[config.mk]
export PLATFORM = sky130hd
export DESIGN_NAME = electrode_pair_health_check_top
export DESIGN_NICKNAME = d
export VERILOG_FILES = /design/src/rtl/core/epc_pkg.sv /design/src/rtl/core/epc_front.sv /design/src/rtl/core/epc_queue.sv /design/src/rtl/core/epc_back.sv /design/src/rtl/core/electrode_pair_health_check_top.sv
export SDC_FILE = /design/constraint.sdc
export NUM_CORES = 1
export LEC_CHECK = 0
export BUFFER_PORTS_ARGS = -buffer_cell sky130_fd_sc_hd__buf_2
export CORE_MARGIN = 10
export CORE_UTILIZATION = 33
export DETAILED_ROUTE_END_ITERATION = 10
export GPL_TIMING_DRIVEN = 0
export SLEW_MARGIN = 20
export SYNTH_ARGS = -nofsm -noshare
export SYNTH_HDL_FRONTEND = slang
export SYNTH_SLANG_ARGS = --single-unit
[constraint.sdc]
create_clock -name i_clk -period 10 [get_ports i_clk]
set_input_delay 1.5 -clock i_clk [delete_from_list [all_inputs] [get_ports i_clk]]
set_output_delay 1.5 -clock i_clk [all_outputs]
set_load 0.03 [all_outputs]
[src/rtl/core/epc_pkg.sv]
// ----------------------------------------------------------------------------
// epc_pkg
// Shared types, codes and constants of the electrode pair health check.
// ----------------------------------------------------------------------------
package epc_pkg;

    localparam int MAX_WINDOW = 32;
    localparam int CNT_W      = $clog2(MAX_WINDOW + 1);
    localparam int UV_W       = 24;
    localparam int SUM_W      = UV_W + CNT_W - 1;
    localparam int STEP_W     = $clog2(SUM_W);
    localparam int CNTS_W     = 16;
    localparam int MV_W       = 13;
    localparam int FLAT_W     = 17;
    localparam int CFG_IDX_W  = 2;
    localparam int CFG_DATA_W = 17;
    localparam int IN_DATA_W  = 72;
    localparam int OUT_DATA_W = 72;

    // action codes
    localparam logic [1:0] ACT_ACC   = 2'd0;
    localparam logic [1:0] ACT_CLOSE = 2'd1;
    localparam logic [1:0] ACT_PROBE = 2'd2;

    // report kinds
    localparam logic KIND_WINDOW = 1'b0;
    localparam logic KIND_GAIN   = 1'b1;

    // verdicts
    localparam logic [1:0] VERD_LIVE      = 2'd0;
    localparam logic [1:0] VERD_OUT_RANGE = 2'd1;
    localparam logic [1:0] VERD_SATURATED = 2'd2;
    localparam logic [1:0] VERD_FLAT      = 2'd3;

    // register indexes
    localparam logic [CFG_IDX_W-1:0] REG_COMMON_MIN = 2'd0;
    localparam logic [CFG_IDX_W-1:0] REG_COMMON_MAX = 2'd1;
    localparam logic [CFG_IDX_W-1:0] REG_FLAT_THR   = 2'd2;
    localparam logic [CFG_IDX_W-1:0] REG_SAT_COUNTS = 2'd3;

    localparam logic [MV_W-1:0]   RST_COMMON_MIN = 13'd100;
    localparam logic [MV_W-1:0]   RST_COMMON_MAX = 13'd3200;
    localparam logic [FLAT_W-1:0] RST_FLAT_THR   = 17'd300;
    localparam logic [CNTS_W-1:0] RST_SAT_COUNTS = 16'd32000;

    localparam logic signed [UV_W-1:0] MIN_CLEAR = 24'sh7FFFFF;
    localparam logic signed [UV_W-1:0] MAX_CLEAR = 24'sh800000;

    // half of each gain's full scale, microvolts
    localparam logic [UV_W-1:0] GAIN_HALF_UV [4] = '{
        24'd512000, 24'd1024000, 24'd2048000, 24'd3072000
    };

    localparam int QUEUE_DEPTH = 2;
    localparam int QPTR_W      = $clog2(QUEUE_DEPTH);
    localparam int QCNT_W      = $clog2(QUEUE_DEPTH + 1);

    typedef struct packed {
        logic [MV_W-1:0]   common_min_mv;
        logic [MV_W-1:0]   common_max_mv;
        logic [FLAT_W-1:0] flat_threshold_uv;
        logic [CNTS_W-1:0] saturation_counts;
    } t_cfg;

    typedef struct packed {
        logic                    kind;
        logic [1:0]              gain;
        logic signed [SUM_W-1:0] sum;
        logic [CNT_W-1:0]        count;
        logic signed [UV_W-1:0]  min_uv;
        logic signed [UV_W-1:0]  max_uv;
        logic [CNTS_W-1:0]       peak;
        logic [MV_W-1:0]         pos_mv;
        logic [MV_W-1:0]         neg_mv;
    } t_entry;

endpackage

[src/rtl/core/epc_front.sv]
// ----------------------------------------------------------------------------
// epc_front
// Accepts items, keeps the window accumulators and queues closes and probes.
// ----------------------------------------------------------------------------
module epc_front (
    input  logic                                 i_clk,
    input  logic                                 i_rst_n,
    input  logic                                 i_valid,
    output logic                                 o_ready,
    input  logic [1:0]                           i_action,
    input  logic signed [epc_pkg::UV_W-1:0]      i_sample_uv,
    input  logic signed [epc_pkg::CNTS_W-1:0]    i_sample_counts,
    input  logic [epc_pkg::MV_W-1:0]             i_common_pos_mv,
    input  logic [epc_pkg::MV_W-1:0]             i_common_neg_mv,
    input  logic                                 i_q_full,
    output logic                                 o_push,
    output epc_pkg::t_entry                      o_entry
);

    logic signed [epc_pkg::UV_W-1:0]  r_min, n_min;
    logic signed [epc_pkg::UV_W-1:0]  r_max, n_max;
    logic signed [epc_pkg::SUM_W-1:0] r_sum, n_sum;
    logic [epc_pkg::CNT_W-1:0]        r_count, n_count;
    logic [epc_pkg::CNTS_W-1:0]       r_peak, n_peak;

    logic                        accept;
    logic                        full;
    logic                        acc;
    logic                        close;
    logic                        probe;
    logic [epc_pkg::CNTS_W-1:0]  mag;
    logic [epc_pkg::UV_W-1:0]    uv_abs;
    logic [1:0]                  gain;

    assign o_ready = !i_q_full;
    assign accept  = i_valid && o_ready;
    assign full    = r_count >= epc_pkg::CNT_W'(epc_pkg::MAX_WINDOW);
    assign close   = accept && (i_action == epc_pkg::ACT_CLOSE);
    assign probe   = accept && (i_action == epc_pkg::ACT_PROBE);
    assign acc     = accept && !full &&
                     (i_action == epc_pkg::ACT_ACC || i_action == epc_pkg::ACT_CLOSE);

    assign mag    = i_sample_counts[epc_pkg::CNTS_W-1] ?
                    epc_pkg::CNTS_W'(-i_sample_counts) : epc_pkg::CNTS_W'(i_sample_counts);
    assign uv_abs = i_sample_uv[epc_pkg::UV_W-1] ?
                    epc_pkg::UV_W'(-i_sample_uv) : epc_pkg::UV_W'(i_sample_uv);

    always_comb begin
        priority if (uv_abs < epc_pkg::GAIN_HALF_UV[0]) begin
            gain = 2'd0;
        end else if (uv_abs < epc_pkg::GAIN_HALF_UV[1]) begin
            gain = 2'd1;
        end else if (uv_abs < epc_pkg::GAIN_HALF_UV[2]) begin
            gain = 2'd2;
        end else begin
            gain = 2'd3;
        end
    end

    always_comb begin
        n_min   = r_min;
        n_max   = r_max;
        n_sum   = r_sum;
        n_count = r_count;
        n_peak  = r_peak;
        if (acc) begin
            if (i_sample_uv < r_min) n_min = i_sample_uv;
            if (i_sample_uv > r_max) n_max = i_sample_uv;
            n_sum   = r_sum + epc_pkg::SUM_W'(i_sample_uv);
            n_count = r_count + 1'b1;
            if (mag > r_peak) n_peak = mag;
        end
    end

    always_comb begin
        o_push         = close || probe;
        o_entry.kind   = probe ? epc_pkg::KIND_GAIN : epc_pkg::KIND_WINDOW;
        o_entry.gain   = gain;
        o_entry.sum    = n_sum;
        o_entry.count  = n_count;
        o_entry.min_uv = n_min;
        o_entry.max_uv = n_max;
        o_entry.peak   = n_peak;
        o_entry.pos_mv = i_common_pos_mv;
        o_entry.neg_mv = i_common_neg_mv;
    end

    always_ff @(posedge i_clk) begin
        if (!i_rst_n || close) begin
            r_min   <= epc_pkg::MIN_CLEAR;
            r_max   <= epc_pkg::MAX_CLEAR;
            r_sum   <= '0;
            r_count <= '0;
            r_peak  <= '0;
        end else begin
            r_min   <= n_min;
            r_max   <= n_max;
            r_sum   <= n_sum;
            r_count <= n_count;
            r_peak  <= n_peak;
        end
    end

`ifndef ASSERT_OFF
    a_count_bound: assert property (@(posedge i_clk) disable iff (!i_rst_n)
        r_count <= epc_pkg::CNT_W'(epc_pkg::MAX_WINDOW))
        else $error("window count beyond limit");
    a_close_clears: assert property (@(posedge i_clk) disable iff (!i_rst_n)
        close |=> (r_count == '0 && r_peak == '0))
        else $error("window not cleared after close");
    a_full_holds: assert property (@(posedge i_clk) disable iff (!i_rst_n)
        (full && !close) |=> $stable(r_sum))
        else $error("full window accumulated");
`endif

endmodule

[src/rtl/core/epc_queue.sv]
// ----------------------------------------------------------------------------
// epc_queue
// Short queue of closes and probes between front and back.
// ----------------------------------------------------------------------------
module epc_queue (
    input  logic            i_clk,
    input  logic            i_rst_n,
    input  logic            i_push,
    input  epc_pkg::t_entry i_entry,
    output logic            o_full,
    input  logic            i_pop,
    output logic            o_valid,
    output epc_pkg::t_entry o_entry
);

    epc_pkg::t_entry                r_mem [epc_pkg::QUEUE_DEPTH];
    logic [epc_pkg::QPTR_W-1:0]     r_wr_ptr;
    logic [epc_pkg::QPTR_W-1:0]     r_rd_ptr;
    logic [epc_pkg::QCNT_W-1:0]     r_cnt;

    assign o_full  = r_cnt == epc_pkg::QCNT_W'(epc_pkg::QUEUE_DEPTH);
    assign o_valid = r_cnt != '0;
    assign o_entry = r_mem[r_rd_ptr];

    always_ff @(posedge i_clk) begin
        if (i_push) begin
            r_mem[r_wr_ptr] <= i_entry;
        end
    end

    always_ff @(posedge i_clk) begin
        if (!i_rst_n) begin
            r_wr_ptr <= '0;
            r_rd_ptr <= '0;
            r_cnt    <= '0;
        end else begin
            if (i_push) r_wr_ptr <= r_wr_ptr + 1'b1;
            if (i_pop)  r_rd_ptr <= r_rd_ptr + 1'b1;
            unique case ({i_push, i_pop})
                2'b10:   r_cnt <= r_cnt + 1'b1;
                2'b01:   r_cnt <= r_cnt - 1'b1;
                default: r_cnt <= r_cnt;
            endcase
        end
    end

`ifndef ASSERT_OFF
    a_no_overflow: assert property (@(posedge i_clk) disable iff (!i_rst_n)
        i_push |-> (!o_full || i_pop))
        else $error("queue overflow");
    a_no_underflow: assert property (@(posedge i_clk) disable iff (!i_rst_n)
        i_pop |-> o_valid)
        else $error("queue underflow");
    a_cnt_bound: assert property (@(posedge i_clk) disable iff (!i_rst_n)
        r_cnt <= epc_pkg::QCNT_W'(epc_pkg::QUEUE_DEPTH))
        else $error("queue count beyond depth");
`endif

endmodule

[src/rtl/core/epc_back.sv]
// ----------------------------------------------------------------------------
// epc_back
// Finishes queued items (window: mean by bit-serial divide, peak-to-peak,
// verdict; probe: gain) and holds the result in the output register.
// ----------------------------------------------------------------------------
module epc_back (
    input  logic                              i_clk,
    input  logic                              i_rst_n,
    input  epc_pkg::t_cfg                     i_cfg,
    input  logic                              i_q_valid,
    input  epc_pkg::t_entry                   i_entry,
    output logic                              o_pop,
    output logic                              o_valid,
    input  logic                              i_ready,
    output logic                              o_report_kind,
    output logic [1:0]                        o_verdict_code,
    output logic signed [epc_pkg::UV_W-1:0]   o_mean_uv,
    output logic [epc_pkg::UV_W-1:0]          o_peak_to_peak_uv,
    output logic [epc_pkg::CNTS_W-1:0]        o_peak_magnitude,
    output logic [1:0]                        o_gain_index
);

    typedef enum logic [2:0] {
        ST_IDLE = 3'b001,
        ST_DIV  = 3'b010,
        ST_DONE = 3'b100
    } t_state;

    t_state                       r_state;
    epc_pkg::t_entry              r_ent;
    logic [epc_pkg::UV_W-1:0]     r_p2p;
    logic [epc_pkg::SUM_W-1:0]    r_dvd;
    logic [epc_pkg::CNT_W-1:0]    r_rem;
    logic [epc_pkg::STEP_W-1:0]   r_step;
    logic                         r_neg;

    logic                         r_out_valid;
    logic                         r_out_kind;
    logic [1:0]                   r_out_verdict;
    logic [epc_pkg::UV_W-1:0]     r_out_mean;
    logic [epc_pkg::UV_W-1:0]     r_out_p2p;
    logic [epc_pkg::CNTS_W-1:0]   r_out_peak;
    logic [1:0]                   r_out_gain;

    logic [epc_pkg::CNT_W:0]      rem_sh;
    logic [epc_pkg::CNT_W:0]      rem_diff;
    logic                         q_bit;
    logic [epc_pkg::UV_W-1:0]     quot;
    logic [epc_pkg::UV_W-1:0]     mean;
    logic [1:0]                   verdict;
    logic                         out_free;
    logic                         out_range;

    assign rem_sh   = {r_rem, r_dvd[epc_pkg::SUM_W-1]};
    assign rem_diff = rem_sh - {1'b0, r_ent.count};
    assign q_bit    = rem_sh >= {1'b0, r_ent.count};
    assign quot     = r_dvd[epc_pkg::UV_W-1:0];
    assign mean     = r_neg ? epc_pkg::UV_W'(-quot) : quot;
    assign out_free = !r_out_valid || i_ready;
    assign o_pop    = (r_state == ST_IDLE) && i_q_valid;

    assign out_range = r_ent.pos_mv < i_cfg.common_min_mv ||
                       r_ent.pos_mv > i_cfg.common_max_mv ||
                       r_ent.neg_mv < i_cfg.common_min_mv ||
                       r_ent.neg_mv > i_cfg.common_max_mv;

    always_comb begin
        priority if (out_range) begin
            verdict = epc_pkg::VERD_OUT_RANGE;
        end else if (r_ent.peak > i_cfg.saturation_counts) begin
            verdict = epc_pkg::VERD_SATURATED;
        end else if (r_p2p < epc_pkg::UV_W'(i_cfg.flat_threshold_uv)) begin
            verdict = epc_pkg::VERD_FLAT;
        end else begin
            verdict = epc_pkg::VERD_LIVE;
        end
    end

    always_ff @(posedge i_clk) begin
        if (!i_rst_n) begin
            r_state <= ST_IDLE;
        end else begin
            unique case (r_state)
                ST_IDLE: begin
                    if (i_q_valid) begin
                        r_state <= (i_entry.kind == epc_pkg::KIND_GAIN) ? ST_DONE : ST_DIV;
                    end
                end
                ST_DIV: begin
                    if (r_step == '0) r_state <= ST_DONE;
                end
                ST_DONE: begin
                    if (out_free) r_state <= ST_IDLE;
                end
                default: r_state <= ST_IDLE;
            endcase
        end
    end

    always_ff @(posedge i_clk) begin
        if (o_pop) begin
            r_ent  <= i_entry;
            r_p2p  <= epc_pkg::UV_W'(i_entry.max_uv - i_entry.min_uv);
            r_neg  <= i_entry.sum[epc_pkg::SUM_W-1];
            r_dvd  <= i_entry.sum[epc_pkg::SUM_W-1] ?
                      epc_pkg::SUM_W'(-i_entry.sum) : epc_pkg::SUM_W'(i_entry.sum);
            r_rem  <= '0;
            r_step <= epc_pkg::STEP_W'(epc_pkg::SUM_W - 1);
        end else if (r_state == ST_DIV) begin
            r_rem  <= q_bit ? rem_diff[epc_pkg::CNT_W-1:0] : rem_sh[epc_pkg::CNT_W-1:0];
            r_dvd  <= {r_dvd[epc_pkg::SUM_W-2:0], q_bit};
            r_step <= r_step - 1'b1;
        end
    end

    always_ff @(posedge i_clk) begin
        if (!i_rst_n) begin
            r_out_valid <= 1'b0;
        end else if (r_state == ST_DONE && out_free) begin
            r_out_valid <= 1'b1;
        end else if (i_ready) begin
            r_out_valid <= 1'b0;
        end
    end

    always_ff @(posedge i_clk) begin
        if (r_state == ST_DONE && out_free) begin
            r_out_kind <= r_ent.kind;
            if (r_ent.kind == epc_pkg::KIND_GAIN) begin
                r_out_verdict <= '0;
                r_out_mean    <= '0;
                r_out_p2p     <= '0;
                r_out_peak    <= '0;
                r_out_gain    <= r_ent.gain;
            end else begin
                r_out_verdict <= verdict;
                r_out_mean    <= mean;
                r_out_p2p     <= r_p2p;
                r_out_peak    <= r_ent.peak;
                r_out_gain    <= '0;
            end
        end
    end

    assign o_valid           = r_out_valid;
    assign o_report_kind     = r_out_kind;
    assign o_verdict_code    = r_out_verdict;
    assign o_mean_uv         = r_out_mean;
    assign o_peak_to_peak_uv = r_out_p2p;
    assign o_peak_magnitude  = r_out_peak;
    assign o_gain_index      = r_out_gain;

`ifndef ASSERT_OFF
    a_div_nonzero: assert property (@(posedge i_clk) disable iff (!i_rst_n)
        (r_state == ST_DIV) |-> (r_ent.count != '0))
        else $error("divide by zero count");
    a_pop_idle: assert property (@(posedge i_clk) disable iff (!i_rst_n)
        o_pop |=> (r_state == ST_DIV || r_state == ST_DONE))
        else $error("pop did not start work");
    a_gain_skips_div: assert property (@(posedge i_clk) disable iff (!i_rst_n)
        (r_state == ST_DIV) |-> (r_ent.kind == epc_pkg::KIND_WINDOW))
        else $error("probe entered divider");
`endif

endmodule

[src/rtl/core/electrode_pair_health_check_top.sv]
// ----------------------------------------------------------------------------
// electrode_pair_health_check_top
// Window statistics and health verdict for one differential electrode pair.
// ----------------------------------------------------------------------------
// Channel   Dir  Signals                        Contents
// s_axis    in   tvalid/tready/tdata/tuser      sample or probe item
// m_axis    out  tvalid/tready/tdata/tuser      window report or gain choice
// cfg       in   i_cfg_we/i_cfg_idx/i_cfg_data  register writes
//
// Accumulate items stay in the front end. A close occupies the back end for
// one load, 29 bit-serial divide steps and a result state that waits for a
// free output register; a probe skips the divide. Synchronous active-low
// reset; no clearing pass. Input stalls only when the two-entry queue is full.
// ----------------------------------------------------------------------------
module electrode_pair_health_check_top (
    input  logic                                i_clk,
    input  logic                                i_rst_n,
    input  logic                                i_s_axis_tvalid,
    output logic                                o_s_axis_tready,
    // sample_uv[23:0], sample_counts[39:24], common_pos_mv[52:40],
    // common_neg_mv[65:53], zero pad
    input  logic [epc_pkg::IN_DATA_W-1:0]       i_s_axis_tdata,
    // action[1:0]
    input  logic [1:0]                          i_s_axis_tuser,
    output logic                                o_m_axis_tvalid,
    input  logic                                i_m_axis_tready,
    // verdict_code[1:0], mean_uv[25:2], peak_to_peak_uv[49:26],
    // peak_magnitude[65:50], gain_index[67:66], zero pad
    output logic [epc_pkg::OUT_DATA_W-1:0]      o_m_axis_tdata,
    // report_kind[0]
    output logic                                o_m_axis_tuser,
    input  logic                                i_cfg_we,
    input  logic [epc_pkg::CFG_IDX_W-1:0]       i_cfg_idx,
    input  logic [epc_pkg::CFG_DATA_W-1:0]      i_cfg_data
);

    epc_pkg::t_cfg   r_cfg;
    epc_pkg::t_entry push_entry;
    epc_pkg::t_entry head_entry;
    logic            push;
    logic            pop;
    logic            q_full;
    logic            q_valid;

    logic                              out_kind;
    logic [1:0]                        out_verdict;
    logic signed [epc_pkg::UV_W-1:0]   out_mean;
    logic [epc_pkg::UV_W-1:0]          out_p2p;
    logic [epc_pkg::CNTS_W-1:0]        out_peak;
    logic [1:0]                        out_gain;

    always_ff @(posedge i_clk) begin
        if (!i_rst_n) begin
            r_cfg.common_min_mv     <= epc_pkg::RST_COMMON_MIN;
            r_cfg.common_max_mv     <= epc_pkg::RST_COMMON_MAX;
            r_cfg.flat_threshold_uv <= epc_pkg::RST_FLAT_THR;
            r_cfg.saturation_counts <= epc_pkg::RST_SAT_COUNTS;
        end else if (i_cfg_we) begin
            unique case (i_cfg_idx)
                epc_pkg::REG_COMMON_MIN: r_cfg.common_min_mv     <= i_cfg_data[12:0];
                epc_pkg::REG_COMMON_MAX: r_cfg.common_max_mv     <= i_cfg_data[12:0];
                epc_pkg::REG_FLAT_THR:   r_cfg.flat_threshold_uv <= i_cfg_data[16:0];
                epc_pkg::REG_SAT_COUNTS: r_cfg.saturation_counts <= i_cfg_data[15:0];
                default: r_cfg <= r_cfg;
            endcase
        end
    end

    epc_front u_front (
        .i_clk           (i_clk),
        .i_rst_n         (i_rst_n),
        .i_valid         (i_s_axis_tvalid),
        .o_ready         (o_s_axis_tready),
        .i_action        (i_s_axis_tuser),
        .i_sample_uv     (i_s_axis_tdata[23:0]),
        .i_sample_counts (i_s_axis_tdata[39:24]),
        .i_common_pos_mv (i_s_axis_tdata[52:40]),
        .i_common_neg_mv (i_s_axis_tdata[65:53]),
        .i_q_full        (q_full),
        .o_push          (push),
        .o_entry         (push_entry)
    );

    epc_queue u_queue (
        .i_clk   (i_clk),
        .i_rst_n (i_rst_n),
        .i_push  (push),
        .i_entry (push_entry),
        .o_full  (q_full),
        .i_pop   (pop),
        .o_valid (q_valid),
        .o_entry (head_entry)
    );

    epc_back u_back (
        .i_clk             (i_clk),
        .i_rst_n           (i_rst_n),
        .i_cfg             (r_cfg),
        .i_q_valid         (q_valid),
        .i_entry           (head_entry),
        .o_pop             (pop),
        .o_valid           (o_m_axis_tvalid),
        .i_ready           (i_m_axis_tready),
        .o_report_kind     (out_kind),
        .o_verdict_code    (out_verdict),
        .o_mean_uv         (out_mean),
        .o_peak_to_peak_uv (out_p2p),
        .o_peak_magnitude  (out_peak),
        .o_gain_index      (out_gain)
    );

    assign o_m_axis_tuser = out_kind;
    assign o_m_axis_tdata = {4'b0, out_gain, out_peak, out_p2p, out_mean, out_verdict};

endmodule
==> out/summary.txt <==
largest net degree at the start of global routing: 53
Net Sw Power: 2.71 mW
layout cell share with drive strength beyond 1: 14.5%
slew margin rel.: 31.3%
Ports: 173
final hold viol count: 0
sequential power share: 42.5%
CORE AREA: 0.0914 mm²
Worst Skew: 0.0245 ns
overall power: 8.36 mW
Post-CTS Setup Inserts: 0
Pins Over Slew Limit: 0
fin crit share: 56.6%
port bufs: 161
cell area power density: 238 mW/mm²
Crit. End Element: flop
Die Area: 0.104 mm²
CP Launch Type: flop
post-placement cell count: 4042
vias in the first global route: 20400
Synth cell types: 87
Worst-path clk slew: 0.06 ns
fin area: 0.0351 mm²
type of the worst min-delay path: flop to flop
global-route usage over all layers: 14.6%
CTS H-Tree Depth: 2
fin cells: 4159
MaxCap Viol Count: 0
Max Clock Freq: 177 MHz
# resized after CTS: 0
final core utilization: 38.4%
row cnt: 111
minimum clock period: 5.66 ns
internal power: 5.65 mW
RSZ-0062 raised after global routing: no
Initial Utilization: 33.2%
Root Driver: clkbuf_16
CTS tree: yes
pre-CTS setup slack: 4.26 ns
initial antenna violation count: 12
chip height: 323 µm
number of synthesized flops with an enable pin: 430
mapped cell area: 0.0303 mm²
chip width: 323 µm
Main synth FF type: edfxtp_1
critical path class: flop to flop
Worst-Skew Late Latency: 0.65 ns
Final setup viols: 0
post-synth top area cell: edfxtp_1
drt first-iter violations: 1281
drt pass-1 iters: 5
Clk network pwr share: 28.8%
setup ws final: 4.34 ns
Layout area overhead: 15.8%
peak supply drop: 0.144 mV
Syn Inst Count: 2677
Sink Count: 608
asr flop ratio synth: 0%
DR WL/cell: 18.8 µm
Via density: 4.97
Sw Share: 32.5%
synthesized area per cell: 11.3 µm²
Setup TNS Final: 0 ns
worst hold slack: 0.459 ns
drt total wl: 78200 µm
Final ANT Viol Nets: 0
Gate power share: 28.7%
GP Congestion: 0.872
first-pass GRT wire length: 119000 µm
DPL Wire Length: 59900 µm
required time of the critical path: 10.38 ns
Post-route DRC: 0
register area share after synthesis: 54.3%
run status: finished clean
Synth Warn #: 0
Critical Path AT: 6.03 ns
reg2reg path depth: 18
Layout Nets: 3230
Clock Tree Buf Depth: 3
Reg2Reg Capture Point: u_back.r_p2p[22]
CTS buffer count: 61
post-synth top area share: 42.6%
leakage power: 13.4 nW
gr ovfl total: 0
r2r setup slk: 4.34 ns
# hold bufs at CTS: 0
Synth Register Bits: 608
largest cells by area after synthesis: edfxtp_1 43%, dfxtp_1 12%, ha_1 8.7%, nand2_1 3.4%, mux2_2 3.2%
Slew @ Worst Pin: 1.02 ns
crit path capture: u_back.r_p2p[22]
placed cell areas: 0.0330 mm²
via count: 20700
maximum fanout along the worst path: 10
-- metal layers --
metal	global-route usage [%]	part of all wire, %	vias to the layer above
li1	-	-	10200
met1	19.6	46	9890
met2	24.0	46	392
met3	2.32	4.6	131
met4	4.44	2.8	24
met5	0	0.17	-
-- final cells by class --
| type | instances | area (µm²) |
|---|---|---|
| Sequential cell | 608 | 16500 |
| Tap cell | 1186 | 1480 |
| Clock buffer | 79 | 1690 |
| Timing Repair Buffer | 176 | 1140 |
| Buffer | 107 | 470 |
| Fill cell | 8844 | 56300 |
| Multi-Input combinational cell | 1796 | 12800 |
| Antenna cell | 1 | 2.50 |
| Inverter | 169 | 639 |
| Clock inverter | 37 | 433 |
-- flip-flops by register name (all words and copies together), names as in the netlist, 5 cells and up, named ones only --
register,count
u_back.r_step,5
u_front.r_max,24
u_front.r_sum,29
u_back.r_rem,6
r_cfg,59
u_front.r_peak,16
u_queue.r_mem,256
u_front.r_count,6
u_back.r_p2p,24
u_back.r_ent,51
u_back.o_peak_magnitude,16
u_back.r_dvd,29
u_back.o_peak_to_peak_uv,24
u_back.o_mean_uv,24
u_front.r_min,24
-- synthesized netlist by cell type, types with 7 or more instances --
master	count
a21boi_0	48
mux2_2	87
nand4_1	50
o31ai_1	39
inv_1	167
or3_1	12
nor2b_1	58
mux2i_1	60
or2_2	7
buf_2	24
nand2b_1	26
xor2_1	51
xnor2_1	70
nor3_1	30
o21ai_1	32
clkbuf_1	73
and3_1	7
nor2_1	102
a211oi_1	12
nand3_1	38
ha_1	210
o21ai_0	138
a21oi_1	128
and2_1	52
o211ai_1	46
edfxtp_1	430
nand2_1	275
a21o_1	65
a31oi_1	9
mux2_1	10
dfxtp_1	178
o21a_1	19
nor4_1	13
-- worst min-delay path by stage --
stage	start	to	slack (ns)	cells after the start
6_report	u_front.r_max[1]	u_front.r_max[1]	0.46	2
5_1_grt	r_cfg[26]	r_cfg[26]	0.49	2
4_1_cts	u_front.r_max[1]	u_front.r_max[1]	0.46	2
3_5_place_dp	u_front.r_max[1]	u_front.r_max[1]	0.46	2
3_3_place_gp	u_front.r_max[1]	u_front.r_max[1]	0.44	2
2_1_floorplan	u_front.r_max[1]	u_front.r_max[1]	0.43	2
-- kinds of logic after synthesis --
kind of cell,count (synthesis),share of synthesized area [%]
AOI/OAI and AO/OA,588,12.4
xor gates and xnor gates,121,3.49
adders and majority gates,213,8.86
buffers and inverters,276,3.64
DFF,608,54.3
muxes,159,5.70
other,1,0.0124
and+or+nand+nor,711,11.6
-- critical path: stages, from the launching register on --
cell and delay (ns):
dfxtp_1 0.38, buf_6 0.18, buf_6 0.17, buf_2 0.30
buf_2 0.40, buf_2 0.51, buf_2 0.35, buf_2 0.36
mux2_2 0.39, ha_1 0.37, a21oi_1 0.25, nand2b_1 0.15
nand2b_1 0.08, nor3_1 0.30, a21oi_1 0.16, a211oi_1 0.37
o21ai_1 0.16, o41ai_1 0.34, xnor2_1 0.15
-- power groups by stage --
stage,Sequential (mW),Clock [mW],Combinational (mW)
finish,3.56,2.41,2.40
floorplan,3.56,0,1.68
global placement,3.66,0,2.32
global route,3.60,2.55,2.70
detailed placement,3.61,0,2.41
CTS,3.56,2.46,2.42
-- cell usage in the layout (no fill, tap or decap), drive strengths merged, types with 39 or more instances in the layout --
cell type / synthesis / layout
mux2: 98 / 98
o31ai: 39 / 39
edfxtp: 430 / 430
o211ai: 46 / 46
o21ai: 170 / 170
a21o: 65 / 65
xnor2: 70 / 70
nor2b: 58 / 58
buf: 33 / 209
dfxtp: 178 / 178
mux2i: 61 / 61
and2: 52 / 52
xor2: 51 / 51
a21oi: 129 / 129
inv: 168 / 170
nor2: 103 / 103
nand4: 50 / 50
clkbuf: 74 / 153
ha: 210 / 210
a21boi: 50 / 50
nand2: 275 / 275
Note: power is estimated with default switching activity, not from simulation.
